### config.mk
export PLATFORM = sky130hd
export DESIGN_NAME = rmq_sqrt
export DESIGN_NICKNAME = d
export VERILOG_FILES = /design/src/rtl/core/rmq_pkg.sv /design/src/rtl/core/rmq_sqrt.sv
export SDC_FILE = /design/constraint.sdc
export NUM_CORES = 1
export LEC_CHECK = 0
export ABC_AREA = 1
export BUFFER_PORTS_ARGS = -buffer_cell sky130_fd_sc_hd__buf_2
export CAP_MARGIN = 30
export CORE_ASPECT_RATIO = 1.4
export CORE_MARGIN = 2
export CORE_UTILIZATION = 30
export CTS_BUF_LIST = sky130_fd_sc_hd__clkbuf_16
export DETAILED_ROUTE_END_ITERATION = 10
export HOLD_SLACK_MARGIN = 0.08
export PLACE_DENSITY = 0.5
export RECOVER_POWER = 100
export SLEW_MARGIN = 20
export SYNTH_ARGS = -nofsm -noshare
export SYNTH_HDL_FRONTEND = slang
export SYNTH_SLANG_ARGS = --single-unit
### constraint.sdc
create_clock -name clock -period 2.7 [get_ports clock]
set_input_delay 0.675 -clock clock [delete_from_list [all_inputs] [get_ports clock]]
set_output_delay 0.675 -clock clock [all_outputs]
set_load 0.01 [all_outputs]
### src/rtl/core/rmq_pkg.sv
`timescale 1ns / 1ps
// ----------------------------------------------------------------------------
// Rotation matrix to quaternion package
// Shared widths, codes and the saturation helper of the conversion datapath.
// ----------------------------------------------------------------------------
package rmq_pkg;

   localparam int DATA_WIDTH = 16;
   localparam int FRAC_W     = DATA_WIDTH - 2;
   // signed sum of three entries plus one
   localparam int ARG_W      = DATA_WIDTH + 3;
   // radicand arg << FRAC, rounded up to an even width
   localparam int RAD_W      = 2 * DATA_WIDTH;
   localparam int RAD_PAD    = RAD_W - (DATA_WIDTH + 1) - FRAC_W;
   localparam int ROOT_W     = RAD_W / 2;
   // signed difference or sum of two entries
   localparam int NUM_W      = DATA_WIDTH + 1;
   localparam int DEN_W      = ROOT_W + 1;
   localparam int QUO_W      = NUM_W + FRAC_W + 1;
   localparam int DVD_PAD    = QUO_W - NUM_W - FRAC_W;

   typedef logic [1:0] slot_type;
   localparam slot_type SLOT_X = 2'd0;
   localparam slot_type SLOT_Y = 2'd1;
   localparam slot_type SLOT_Z = 2'd2;
   localparam slot_type SLOT_W = 2'd3;

   localparam logic [QUO_W-1:0] NEG_MAG = QUO_W'(1) << (DATA_WIDTH - 1);
   localparam logic [QUO_W-1:0] POS_MAX = NEG_MAG - QUO_W'(1);

   function automatic logic [DATA_WIDTH-1:0] sat_part(input logic neg,
                                                      input logic [QUO_W-1:0] mag);
      logic [DATA_WIDTH-1:0] res;
      if (neg) begin
         if (mag >= NEG_MAG) begin
            res = NEG_MAG[DATA_WIDTH-1:0];
         end else begin
            res = DATA_WIDTH'(0) - mag[DATA_WIDTH-1:0];
         end
      end else begin
         if (mag > POS_MAX) begin
            res = POS_MAX[DATA_WIDTH-1:0];
         end else begin
            res = mag[DATA_WIDTH-1:0];
         end
      end
      return res;
   endfunction

endpackage

### src/rtl/core/rmq_sqrt.sv
`timescale 1ns / 1ps
// ----------------------------------------------------------------------------
// Pipelined integer square root
// One root bit per register stage, floor(sqrt(rad)).
// ----------------------------------------------------------------------------
module rmq_sqrt import rmq_pkg::*; (
   input  logic              clock,
   input  logic              en,
   input  logic [RAD_W-1:0]  rad,
   output logic [ROOT_W-1:0] root
);

   typedef struct packed {
      logic [ROOT_W+1:0] rem;
      logic [ROOT_W-1:0] root;
      logic [RAD_W-1:0]  rad;
   } sq_stage_type;

   sq_stage_type stage_ff [ROOT_W];
   sq_stage_type stage_in [ROOT_W];

   function automatic sq_stage_type sq_step(input sq_stage_type cur);
      sq_stage_type      nxt;
      logic [ROOT_W+1:0] rem2;
      logic [ROOT_W+1:0] trial;
      rem2  = {cur.rem[ROOT_W-1:0], cur.rad[RAD_W-1 -: 2]};
      trial = {cur.root, 2'b01};
      if (rem2 >= trial) begin
         nxt.rem  = rem2 - trial;
         nxt.root = {cur.root[ROOT_W-2:0], 1'b1};
      end else begin
         nxt.rem  = rem2;
         nxt.root = {cur.root[ROOT_W-2:0], 1'b0};
      end
      nxt.rad = {cur.rad[RAD_W-3:0], 2'b00};
      return nxt;
   endfunction

   always_comb begin
      sq_stage_type head;
      head.rem    = '0;
      head.root   = '0;
      head.rad    = rad;
      stage_in[0] = sq_step(head);
      for (int s = 1; s < ROOT_W; s++) begin
         stage_in[s] = sq_step(stage_ff[s-1]);
      end
   end

   always_ff @(posedge clock) begin
      if (en) begin
         for (int s = 0; s < ROOT_W; s++) begin
            stage_ff[s] <= stage_in[s];
         end
      end
   end

   assign root = stage_ff[ROOT_W-1].root;

endmodule

* Word-level counts from Yosys, hierarchy flattened *
Memory sizes are Yosys's and may differ from the RTL's.
Index checks and enable logic that the tools add are counted.

cells by class
  add/subtract/negate cells = 16
  $lt $le $gt $ge = 16
  muxes and demuxes = 18

operators with widths
  kind                                                               count
  2-to-1 mux 34 bit                                                  16
  greater-or-equal comparator 18 bit                                 15
  subtractor 18 bit                                                  15
  subtractor 2 x 1 -> 3 bit, second input constant                   1
  greater-or-equal comparator 2 x 1 -> 1 bit, second input constant  1
  2-to-1 mux 1 bit                                                   2

word-level totals
  flip-flop bits (word level) = 0
  RAM bits = 1024
  input port bits = 34
  output and inout bits = 16
  word-level logic and storage cells = 51
  memories = 1

memories
  memory    depth  bits a word  read ports  clocked after memory_dff  wr ports  RTL line        RTL
  stage_ff  16     64           16          0                         16        rmq_sqrt.sv:19  sq_stage_type stage_ff [ROOT_W];

* Depth between registers and ports, before layout *
An unclocked memory read counts as a cell.

  word-level depth = 3
  mapped depth = 14
  depth with buffers taken out = 13

* Worst setup path after synthesis *
No wires, ideal clock.

  path type = flip-flop to flip-flop
  start = mem stage_ff[1][183] in the netlist's numbering
  end = mem stage_ff[1][249] in the netlist's numbering (data pin)
  setup time = 253 ps
  arrival time = 1605 ps
  required time = 2447 ps
  path slack = 842 ps
  stages on the path, launching flop included = 14
  buffers on the path = 1
  period minus slack after synthesis = 1858 ps
  cell sequence = edfxtp_1 > ha_1 > nand2_1 > nor2_4 > inv_2 > nor2_2 > nand2_1 > nand2_1 > inv_2 > nand2_4 > inv_4 > buf_6 > nand2_2 > nand2_1

RTL lines
  item             RTL line
  start, declared  rmq_sqrt.sv:19

==> impl_metrics.toml <==
[worst_setup_path]
reg2reg_slack_ns = 0.21
r2r_end = "stage_ff[1][247]"
slowest_stage = "ha_1"
slowest_delay_ns = 0.42
crit_arrival_ns = 2.87
r2r-start = "stage_ff[1][174]"
worstPathRequired_ns = 3.07
rr_worst_depth = 10
cp_max_fo = 18
path_cells = "ha_1 -> nand2_1 -> nor2_1 -> nand3_1 -> nand3_1 -> nand2_1 -> nand2_4 -> inv_2 -> nand2_1 -> nand2_1"
end_kind = "flop"
critPathKind = "reg2reg"
crit_top_cell = "nand2_1"
startpoint_type = "flop"

[timing]
holdWs_ns = 0.2067
period_needed_ns = 2.495
rsz0062_at_grt = "false"
hold_violations = 0
drv_slew = 289
finClkSkew_ns = 0.02938
setup_violations = 0
relSlewSlack_pct = -38.79
setup_tns_ns = 0
tightest_slew_ns = 2.082
period_share_pct = 92.40
fmax_mhz = 400.8

[clock_network]
htree_levels = 3
cts_tree = "yes"
clockRootBuffer = "clkbuf_16"
ctsHoldBuffers = 0
postCtsSetupRepairBufs = 0
clk_pin_slew_ns = 0.06
cts_resized = 0
clock_latency_ns = 0.64
cts_max_path_buffers = 3
numCtsBuffers = 68
cts_num_sinks = 600

[floorplan]
die_area_sq_um = 107100
coreArea_sq_um = 103900
fp.dieW_microns = 277.1
rows = 140
dieHeight_microns = 386.4
io_pins = 50
start_util_pct = 30.17

[drt]
vias_per_cell = 4.419
ant_nets = 0
drt_iter0_markers = 1072
wirelength_microns = 68280
wl_per_cell_microns = 14.24
dr_total_vias = 21180
dr.pass1.iters = 5
drc = 0

[outcome]
status = "finished with violations"
violations = "max-capacitance violations, max-slew violations"

[cells_and_area]
largestRegisters = "stage_ff x600"
diodes = 0
syn_to_final_growth_pct = 12.39
fill_cells = 10710
largest-register = "stage_ff"
nets = 3579
largest_reg_flops = 600
final_area_sq_um = 35220
drive_above_1_share_pct = 6.969

[synth]
ys.flop_type = "edfxtp_1"
syn-instance-count = 3276
synth_warnings = 0
synth_edf_count = 600
synth_top_area_share_pct = 57.50
async_reset_ff_share_pct = 0
syn_area_per_cell_sq_um = 9.565
yosys-top-cells-area = "edfxtp_1, nand2_1, inv_1, ha_1, nand3_1"
yosysSeqAreaShare_pct = 57.50
yosysTopAreaCell = "edfxtp_1"
ys_ff_latch = 600
netlist_area_sq_um = 31340
syn-num-nets = 3462
yosysUniqueCellTypes = 44

[place]
hpwlAfterDp_microns = 52020
port_buffers = 49
place_congestion = 0.8329
place_area_sq_um = 33390

[pwr]
p_total_w = 0.02552
power_leakage_nw = 15.74
ir_drop_uv = 460.9
p_per_area_nw_per_um2 = 724.7

[global_route]
grt_use_met1_pct = 13.05
grt_use_met2_pct = 24.88
antenna_found_initial = 0
grt_pass1_vias = 21450
grtUsageMet3_pct = 1.806
grt_overflow = 0
grt_use_total_pct = 12.79
grt_pass1_wl_microns = 109000
busiest_layer = "met2"
grt_max_degree = 84

[worst_hold_path]
min_path_cells = 1
hold_path_class = "in2reg"
hold_start = "rad[23]"
hold_path_end = "stage_ff[0][23]"

[job]
cap_viol_max_count = 6
-- stage by stage --
step / instances / setup WS [ns] / util (%)
after floorplan: 3276 / 0.8420 / -
after global placement: 4672 / 0.2580 / 32.15
after detailed placement: 4672 / 0.2806 / 32.15
after CTS: 4793 / 0.2918 / 34.19
after global routing: 4793 / 0.09027 / 33.91
final: 4793 / 0.2051 / 33.91
-- worst max path at each step --
stage / from / endpoint / cells after the start
floorplan: stage_ff[1][183] / stage_ff[1][249] / 13
global placement: stage_ff[1][363] / stage_ff[1][442] / 9
detailed placement: stage_ff[1][363] / stage_ff[1][442] / 9
CTS: stage_ff[1][119] / stage_ff[1][187] / 9
global route: en / stage_ff[1][59] / 3
finish: stage_ff[1][174] / stage_ff[1][247] / 10
-- cell usage in the layout (no fill, tap or decap), drive strengths merged, types with 58 or more instances in the layout --
| master | instances |
|---|---|
| xor2 | 58 |
| clkbuf | 112 |
| inv | 600 |
| nand2 | 1040 |
| edfxtp | 600 |
| nor2 | 222 |
| a21oi | 119 |
| nand3 | 213 |
| ha | 152 |
| o21ai | 73 |
-- critical path, delay by kind of cell (launching register included) --
kind	cells	cell delay, ns
buffers and inverters	1	0.23
flip-flops	1	0.41
adder cells (fa/ha/maj)	1	0.42
AND/OR/NAND/NOR	8	1.14
-- power breakdown --
part           leakage [nW]  internal (W)  switching (W)  total [W]
clock network          1.05       0.00494        0.00386    0.00880
registers              5.76        0.0115       0.000518     0.0120
logic                  8.93       0.00161        0.00311    0.00472
-- cell families after synthesis --
family          count (synthesis)  share of synthesized area, %
flops                         600                         57.50
simple gates                 1608                         22.14
compound gates                209                         3.881
buf+inv                       623                         8.082
xor+xnor                       83                         2.320
fa+ha+maj                     152                         6.069
other cells                     1                       0.01197
-- metal layers --
metal,vias up,wire [microns]
met2,323,37260
met4,0,3117
met1,9787,26040
met5,-,0
li1,10930,-
met3,134,1852
-- final cells by class --
cell class                      instances  area (sq um)  area share, %
Clock buffer                           68          1702          4.832
Inverter                              585          2196          6.235
Tap cell                             1349          1688          4.793
Multi-Input combinational cell       2053         10660          30.26
Sequential cell                       600         18020          51.16
Clock inverter                         53         417.9          1.187
Timing Repair Buffer                   85         541.8          1.538
-- cells in the mapped netlist (2+ instances only) --
| cell type | instances |
|---|---|
| buf_6 | 11 |
| and2_1 | 7 |
| o21bai_1 | 6 |
| o21a_1 | 4 |
| or2_2 | 5 |
| nor2_1 | 195 |
| inv_1 | 557 |
| a21oi_1 | 100 |
| nand3_2 | 8 |
| a21oi_2 | 16 |
| nor3_1 | 38 |
| o21ai_2 | 3 |
| inv_2 | 25 |
| buf_2 | 2 |
| o21ai_0 | 50 |
| nand2_4 | 8 |
| a21oi_4 | 3 |
| buf_4 | 24 |
| inv_4 | 3 |
| nor2_2 | 21 |
| xor2_1 | 58 |
| nand3_1 | 205 |
| nand3b_1 | 19 |
| o21ai_1 | 20 |
| edfxtp_1 | 600 |
| nand2_1 | 991 |
| nand2_2 | 40 |
| xnor2_1 | 25 |
| nor3b_1 | 2 |
| and3_1 | 6 |
| nor2_4 | 6 |
| o21bai_4 | 2 |
| nand4_1 | 53 |
| ha_1 | 152 |
| o211ai_1 | 2 |
Power figures use the tool's default switching activity.
