### config.mk
export PLATFORM = sky130hd
export DESIGN_NAME = rmq_div
export DESIGN_NICKNAME = d
export VERILOG_FILES = /design/src/rtl/core/rmq_pkg.sv /design/src/rtl/core/rmq_div.sv
export SDC_FILE = /design/constraint.sdc
export NUM_CORES = 2
export LEC_CHECK = 0
export BUFFER_PORTS_ARGS = -buffer_cell sky130_fd_sc_hd__buf_4
export CAP_MARGIN = 20
export CORE_UTILIZATION = 30
export DETAILED_ROUTE_END_ITERATION = 8
export GPL_TIMING_DRIVEN = 1
export PLACE_DENSITY_LB_ADDON = 0.12
export SLEW_MARGIN = 20
export SYNTH_ARGS = -nofsm -noshare
export SYNTH_HDL_FRONTEND = slang
export SYNTH_SLANG_ARGS = --single-unit
### constraint.sdc
create_clock -name clock -period 3.9 [get_ports clock]
set_input_delay 0.78 -clock clock [delete_from_list [all_inputs] [get_ports clock]]
set_output_delay 0.78 -clock clock [all_outputs]
set_load 0.01 [all_outputs]
### src/rtl/core/rmq_pkg.sv
`timescale 1ns / 1ps
// ----------------------------------------------------------------------------
// Rotation matrix to quaternion package
// Shared widths, codes and the saturation helper of the conversion datapath.
// ----------------------------------------------------------------------------
package rmq_pkg;

   localparam int DATA_WIDTH = 16;
   localparam int FRAC_W     = DATA_WIDTH - 2;
   // signed sum of three entries plus one
   localparam int ARG_W      = DATA_WIDTH + 3;
   // radicand arg << FRAC, rounded up to an even width
   localparam int RAD_W      = 2 * DATA_WIDTH;
   localparam int RAD_PAD    = RAD_W - (DATA_WIDTH + 1) - FRAC_W;
   localparam int ROOT_W     = RAD_W / 2;
   // signed difference or sum of two entries
   localparam int NUM_W      = DATA_WIDTH + 1;
   localparam int DEN_W      = ROOT_W + 1;
   localparam int QUO_W      = NUM_W + FRAC_W + 1;
   localparam int DVD_PAD    = QUO_W - NUM_W - FRAC_W;

   typedef logic [1:0] slot_type;
   localparam slot_type SLOT_X = 2'd0;
   localparam slot_type SLOT_Y = 2'd1;
   localparam slot_type SLOT_Z = 2'd2;
   localparam slot_type SLOT_W = 2'd3;

   localparam logic [QUO_W-1:0] NEG_MAG = QUO_W'(1) << (DATA_WIDTH - 1);
   localparam logic [QUO_W-1:0] POS_MAX = NEG_MAG - QUO_W'(1);

   function automatic logic [DATA_WIDTH-1:0] sat_part(input logic neg,
                                                      input logic [QUO_W-1:0] mag);
      logic [DATA_WIDTH-1:0] res;
      if (neg) begin
         if (mag >= NEG_MAG) begin
            res = NEG_MAG[DATA_WIDTH-1:0];
         end else begin
            res = DATA_WIDTH'(0) - mag[DATA_WIDTH-1:0];
         end
      end else begin
         if (mag > POS_MAX) begin
            res = POS_MAX[DATA_WIDTH-1:0];
         end else begin
            res = mag[DATA_WIDTH-1:0];
         end
      end
      return res;
   endfunction

endpackage

### src/rtl/core/rmq_div.sv
`timescale 1ns / 1ps
// ----------------------------------------------------------------------------
// Pipelined rounded divider
// Computes ((mag << FRAC) + r) / (2r), one quotient bit per register stage.
// ----------------------------------------------------------------------------
module rmq_div import rmq_pkg::*; (
   input  logic              clock,
   input  logic              en,
   input  logic [NUM_W-1:0]  num_mag,
   input  logic [ROOT_W-1:0] root,
   output logic [QUO_W-1:0]  quo
);

   typedef struct packed {
      logic [DEN_W-1:0] rem;
      logic [QUO_W-1:0] quo;
      logic [QUO_W-1:0] dvd;
      logic [DEN_W-1:0] den;
   } dv_stage_type;

   dv_stage_type stage_ff [QUO_W];
   dv_stage_type stage_in [QUO_W];

   function automatic dv_stage_type dv_step(input dv_stage_type cur);
      dv_stage_type   nxt;
      logic [DEN_W:0] trial;
      logic [DEN_W:0] diff;
      logic           ge;
      trial   = {cur.rem, cur.dvd[QUO_W-1]};
      diff    = trial - {1'b0, cur.den};
      ge      = (trial >= {1'b0, cur.den});
      nxt.rem = ge ? diff[DEN_W-1:0] : trial[DEN_W-1:0];
      nxt.quo = {cur.quo[QUO_W-2:0], ge};
      nxt.dvd = {cur.dvd[QUO_W-2:0], 1'b0};
      nxt.den = cur.den;
      return nxt;
   endfunction

   always_comb begin
      dv_stage_type head;
      head.rem    = '0;
      head.quo    = '0;
      // add half the divisor for round to nearest
      head.dvd    = {{DVD_PAD{1'b0}}, num_mag, {FRAC_W{1'b0}}}
                    + {{(QUO_W-ROOT_W){1'b0}}, root};
      head.den    = {root, 1'b0};
      stage_in[0] = dv_step(head);
      for (int s = 1; s < QUO_W; s++) begin
         stage_in[s] = dv_step(stage_ff[s-1]);
      end
   end

   always_ff @(posedge clock) begin
      if (en) begin
         for (int s = 0; s < QUO_W; s++) begin
            stage_ff[s] <= stage_in[s];
         end
      end
   end

   assign quo = stage_ff[QUO_W-1].quo;

endmodule

### Word-level counts from Yosys, hierarchy flattened

Memory sizes are Yosys's and may differ from the RTL's.
Cells that the tools add are included.
W data, S select, Z words.

| word-level totals | value |
|---|---|
| register bits | 0 |
| bits in latches | 0 |
| memory bits (writable) | 3,104 |
| bits in read-only memories | 0 |
| input port bits | 35 |
| memories | 1 |

Memory list:

| memory | words | bits a word | read ports | clocked after Yosys merged registers in | write ports | line | RTL |
|---|---|---|---|---|---|---|---|
| stage_ff | 32 | 97 | 32 | 0 | 32 | rmq_div.sv:21 | `dv_stage_type stage_ff [QUO_W];` |

| operators by class | value |
|---|---|
| add/subtract/negate cells | 33 |
| multiply operators | 0 |
| div/mod/pow operators | 0 |
| magnitude comparators | 32 |
| equality and inequality tests | 0 |
| shifts and indexed selects | 0 |
| mux-type cells | 34 |
| bitwise gates (word level) | 0 |
| reductions and logical operators | 0 |

Operator list:

| operator | count |
|---|---|
| $ge A18 B17 Y1 | 31 |
| $mux W17 | 32 |
| $sub A17 B17 Y17 | 31 |
| $add A31 B16 Y32 | 1 |
| $ge A1 B17 Y1 | 1 |
| $sub A1 B17 Y17 | 1 |
| $mux W1 | 2 |

### Longest topological paths before layout

| depth | value |
|---|---|
| depth after elaboration | 3 |
| depth in mapped cells | 12 |

### Least setup slack after synthesis

OpenSTA, ideal clock, no wires.

| timing | value |
|---|---|
| path kind | register to register |
| start point | memory stage_ff[0][284] in the netlist's numbering |
| end point | memory stage_ff[0][381] in the netlist's numbering (data pin) |
| setup time | 0.260 ns |
| data arrival time | 2.540 ns |
| required time | 3.640 ns |
| setup slack | 1.100 ns |
| cell stages (with the launch flop) | 10 |
| buffers on the path | 1 |
| clock period less this slack | 2.800 ns |
| cell sequence | edfxtp_1 -> ha_1 -> a21o_1 -> a21o_1 -> a221oi_2 -> nor2b_1 -> a311o_1 -> a31oi_4 -> buf_8 -> mux2_4 |

RTL lines:

| what | line |
|---|---|
| from (decl) | rmq_div.sv:21 |

==> impl_metrics.ini <==
[run_status]
status = finished, final reports clean

[setup_path]
path_class = reg2reg
arrival_ns = 3.94
ff2ff_setup_slack_ns = 0.59
worstSetupStartpointType = register
worst_path_largest_cell_delay_ns = 0.44
rr_endpoint = stage_ff[1][1442]
rr_startpoint = stage_ff[1][1308]
reg2regPathDepth = 10
endpoint = stage_ff[1][1442]
cp_cell_sequence = inv_1 > ha_1 > nor2b_1 > o31ai_1 > a21oi_1 > nor3_1 > o2111a_1 > clkinv_1 > buf_4 > o21a_1
worstPathRequired_ns = 4.53
slowest_stage = clkinv_1
cp_max_fo = 16
endpoint_kind = register
startpoint = stage_ff[1][1308]

[floorplanning]
io_pins = 67
die_w_um = 523
die_area_um2 = 274000
core_um2 = 269000
rows = 190
fp.dieH_um = 523
start_util_pct = 30.3

[global_routing]
grt.overflow.total = 0
grtUsageTotal_pct = 12.5
grt_pass1_wl_um = 273000
antenna_found_initial = 1
first_global_vias = 47760
grt_max_degree = 93

[yosys]
netlist_instances = 6290
synth_top_area_share_pct = 62.3
synth.distinct_cells = 84
synth_nets = 6854
ys.flop_type = edfxtp_1
syn_area_um2 = 81500
yosysTopAreaCell = edfxtp_1
yosys_warnings = 0
avgSynthCellArea_um2 = 13.0
ys_seq_area_share_pct = 62.3
synth_edf_count = 1691
yosys-top-cells-area = edfxtp_1 (62%), ha_1 (7.6%), inv_1 (2.8%)
ys_seq_elements = 1691
async_flop_share_pct = 0

[layout]
layout-drive-gt1-share_pct = 10.2
area_delta_synth_final_pct = 14.8
top_regs = stage_ff (1691)
final_nets = 7121
max_flop_register = stage_ff
largest_reg_flops = 1691
fin_cells = 10282
fill_cells = 26316

[clock_network]
clockRootBuffer = clkbuf_16
path_clk_slew_ns = 0.06
clk_latency_ns = 0.87
clk_path_buf_depth = 4
post_cts_buffers = 0
cts_tree = built
numCtsBuffers = 207
cts-resized-gates = 0
cts_sinks = 1691
ctsHoldBuffers = 0
htree_levels = 4

[placement]
routabilityCongestion = 0.796
port_buffers = 66
place_inst = 9900
dpl.hpwl_um = 126000

[drt]
first_pass_iters = 5
wl_met3_um = 5530
wl_met1_um = 80100
avgViaCountPerCell = 4.65
wl_um = 174000
vias = 47822
drtAntennaViolNets = 0
wl_per_cell_um = 17.0
top_layer = met4
wl_met2_um = 84100
drc = 0
drtIter0Drc = 3179

[timing]
rsz0062_at_grt = no
hold_viol = 0
post-route-min-period_ns = 3.31
finalSetupViolCount = 0
timing.final.crit_share_pct = 84.8
fmax_mhz = 303
fin_skew_ns = 0.0767
holdWs_ns = 0.114
tightest_slew_ns = 0.989
slew_headroom_pct = 34.0
slew_viol_final = 0
final.setup.tns_ns = 0

[power_and_ir_drop]
comb_power_share_pct = 36.6
pwr-share-seq_pct = 37.9
power_frac_clock_pct = 25.4
power.density_nw_per_um2 = 780
leakage_nw = 35.7
p_total_mw = 73.0
p_switching_mw = 24.7
peakVddDrop_mv = 0.372
sw_frac_of_total_pct = 33.9
internal-power_mw = 48.2

[job]
cap_viol_max_count = 0

[min_path]
holdCritPathClass = in2reg
## synth_stat cells, drive strengths merged (63+ instances only)
| cell | instances |
|---|---|
| xor2 | 141 |
| o21ai | 454 |
| nand2b | 80 |
| edfxtp | 1691 |
| nor3 | 74 |
| a21oi | 353 |
| nand2 | 439 |
| nor2b | 109 |
| ha | 498 |
| mux2 | 183 |
| inv | 615 |
| nand4 | 68 |
| xnor2 | 181 |
| o21a | 127 |
| a21o | 97 |
| nor2 | 329 |
| buf | 63 |
## worst min-delay path by stage
stage                     slack, ns         startpoint  cells after the start                 to
after global routing           0.05           root[10]                      1    stage_ff[0][27]
after detailed placement       0.40  stage_ff[0][1117]                      0  stage_ff[0][1215]
after floorplan                0.40   stage_ff[0][913]                      0  stage_ff[0][1011]
after CTS                      0.02           root[11]                      1    stage_ff[0][28]
final                          0.11           root[10]                      1    stage_ff[0][27]
after global placement         0.40   stage_ff[1][253]                      0   stage_ff[1][351]
## stage by stage
step,instance area (um2),util [%],worst slack [ns]
6_report,93500,34.7,0.594
5_1_grt,93500,34.7,0.203
4_1_cts,93500,34.7,0.554
3_5_place_dp,87000,32.3,0.542
3_3_place_gp,87000,32.3,0.162
2_1_floorplan,81500,-,1.10
## layer usage
metal  global-route usage, %  up-vias
li1                        -    23913
met2                    21.3      662
met4                    3.75        0
met5                       0        -
met1                    16.4    22963
met3                    1.84      284
## power by group through the flow
stage | sequential, mW | clock [mW] | combinational (mW)
global route | 28.1 | 20.0 | 30.1
finish | 27.7 | 18.6 | 26.7
detailed placement | 28.2 | 0 | 26.7
floorplan | 26.9 | 0 | 20.5
global placement | 28.2 | 0 | 26.5
CTS | 27.8 | 19.4 | 26.9
## critical path: cells and delay by family, from the launching register on
kind            cells  cell delay (ns)
simple gates        2             0.38
compound gates      4             1.16
flops               1             0.40
buf+inv             3             0.82
fa+ha+maj           1             0.29
## layout by cell type, fill, tap and decap left out, types with 31 or more instances in the layout
cell / synthesis / layout
edfxtp_1: 1691 / 1691
inv_1: 615 / 615
ha_1: 498 / 498
o21ai_0: 441 / 441
nand2_1: 439 / 439
a21oi_1: 352 / 351
nor2_1: 329 / 329
clkbuf_16: 0 / 209
xnor2_1: 181 / 181
mux2_2: 170 / 170
buf_4: 38 / 152
xor2_1: 141 / 141
o21a_1: 127 / 127
nor2b_1: 109 / 109
a21o_1: 97 / 97
nand2b_1: 80 / 80
nand4_1: 68 / 68
nor3_1: 74 / 65
o31a_1: 60 / 60
o31ai_1: 60 / 58
clkinv_1: 1 / 50
nand3_1: 46 / 46
clkinv_2: 0 / 45
a31oi_1: 41 / 41
a211oi_1: 38 / 38
and2_1: 37 / 37
mux2i_1: 36 / 36
a21boi_0: 34 / 34
clkbuf_1: 54 / 33
fa_1: 31 / 31
## cell type report
class                      instances  area (um2)  share of cell area (%)
timing repair buffer             175        1610                    1.72
multi-input combinational       3866       27800                    29.8
tap                             3552        4440                    4.75
clock inverter                   134        1160                    1.24
antenna                            6        15.0                  0.0161
clock buffer                     242        5350                    5.73
sequential                      1691       50800                    54.3
inverter                         616        2310                    2.47
## cells by family (layout without fill, tap and decap cells)
kind of cell / count (synthesis) / count (layout) / synth area share [%]
AO/OA/AOI/OAI: 1434 / 1434 / 11.0
other: 0 / 6 / 0
adder cells (fa/ha/maj): 529 / 529 / 8.41
flip-flops: 1691 / 1691 / 62.3
AND/OR/NAND/NOR: 1362 / 1362 / 8.17
multiplexers: 219 / 219 / 3.00
XOR/XNOR: 322 / 322 / 3.46
buffers and inverters: 733 / 1167 / 3.62
(Power assumes the default switching activity.)
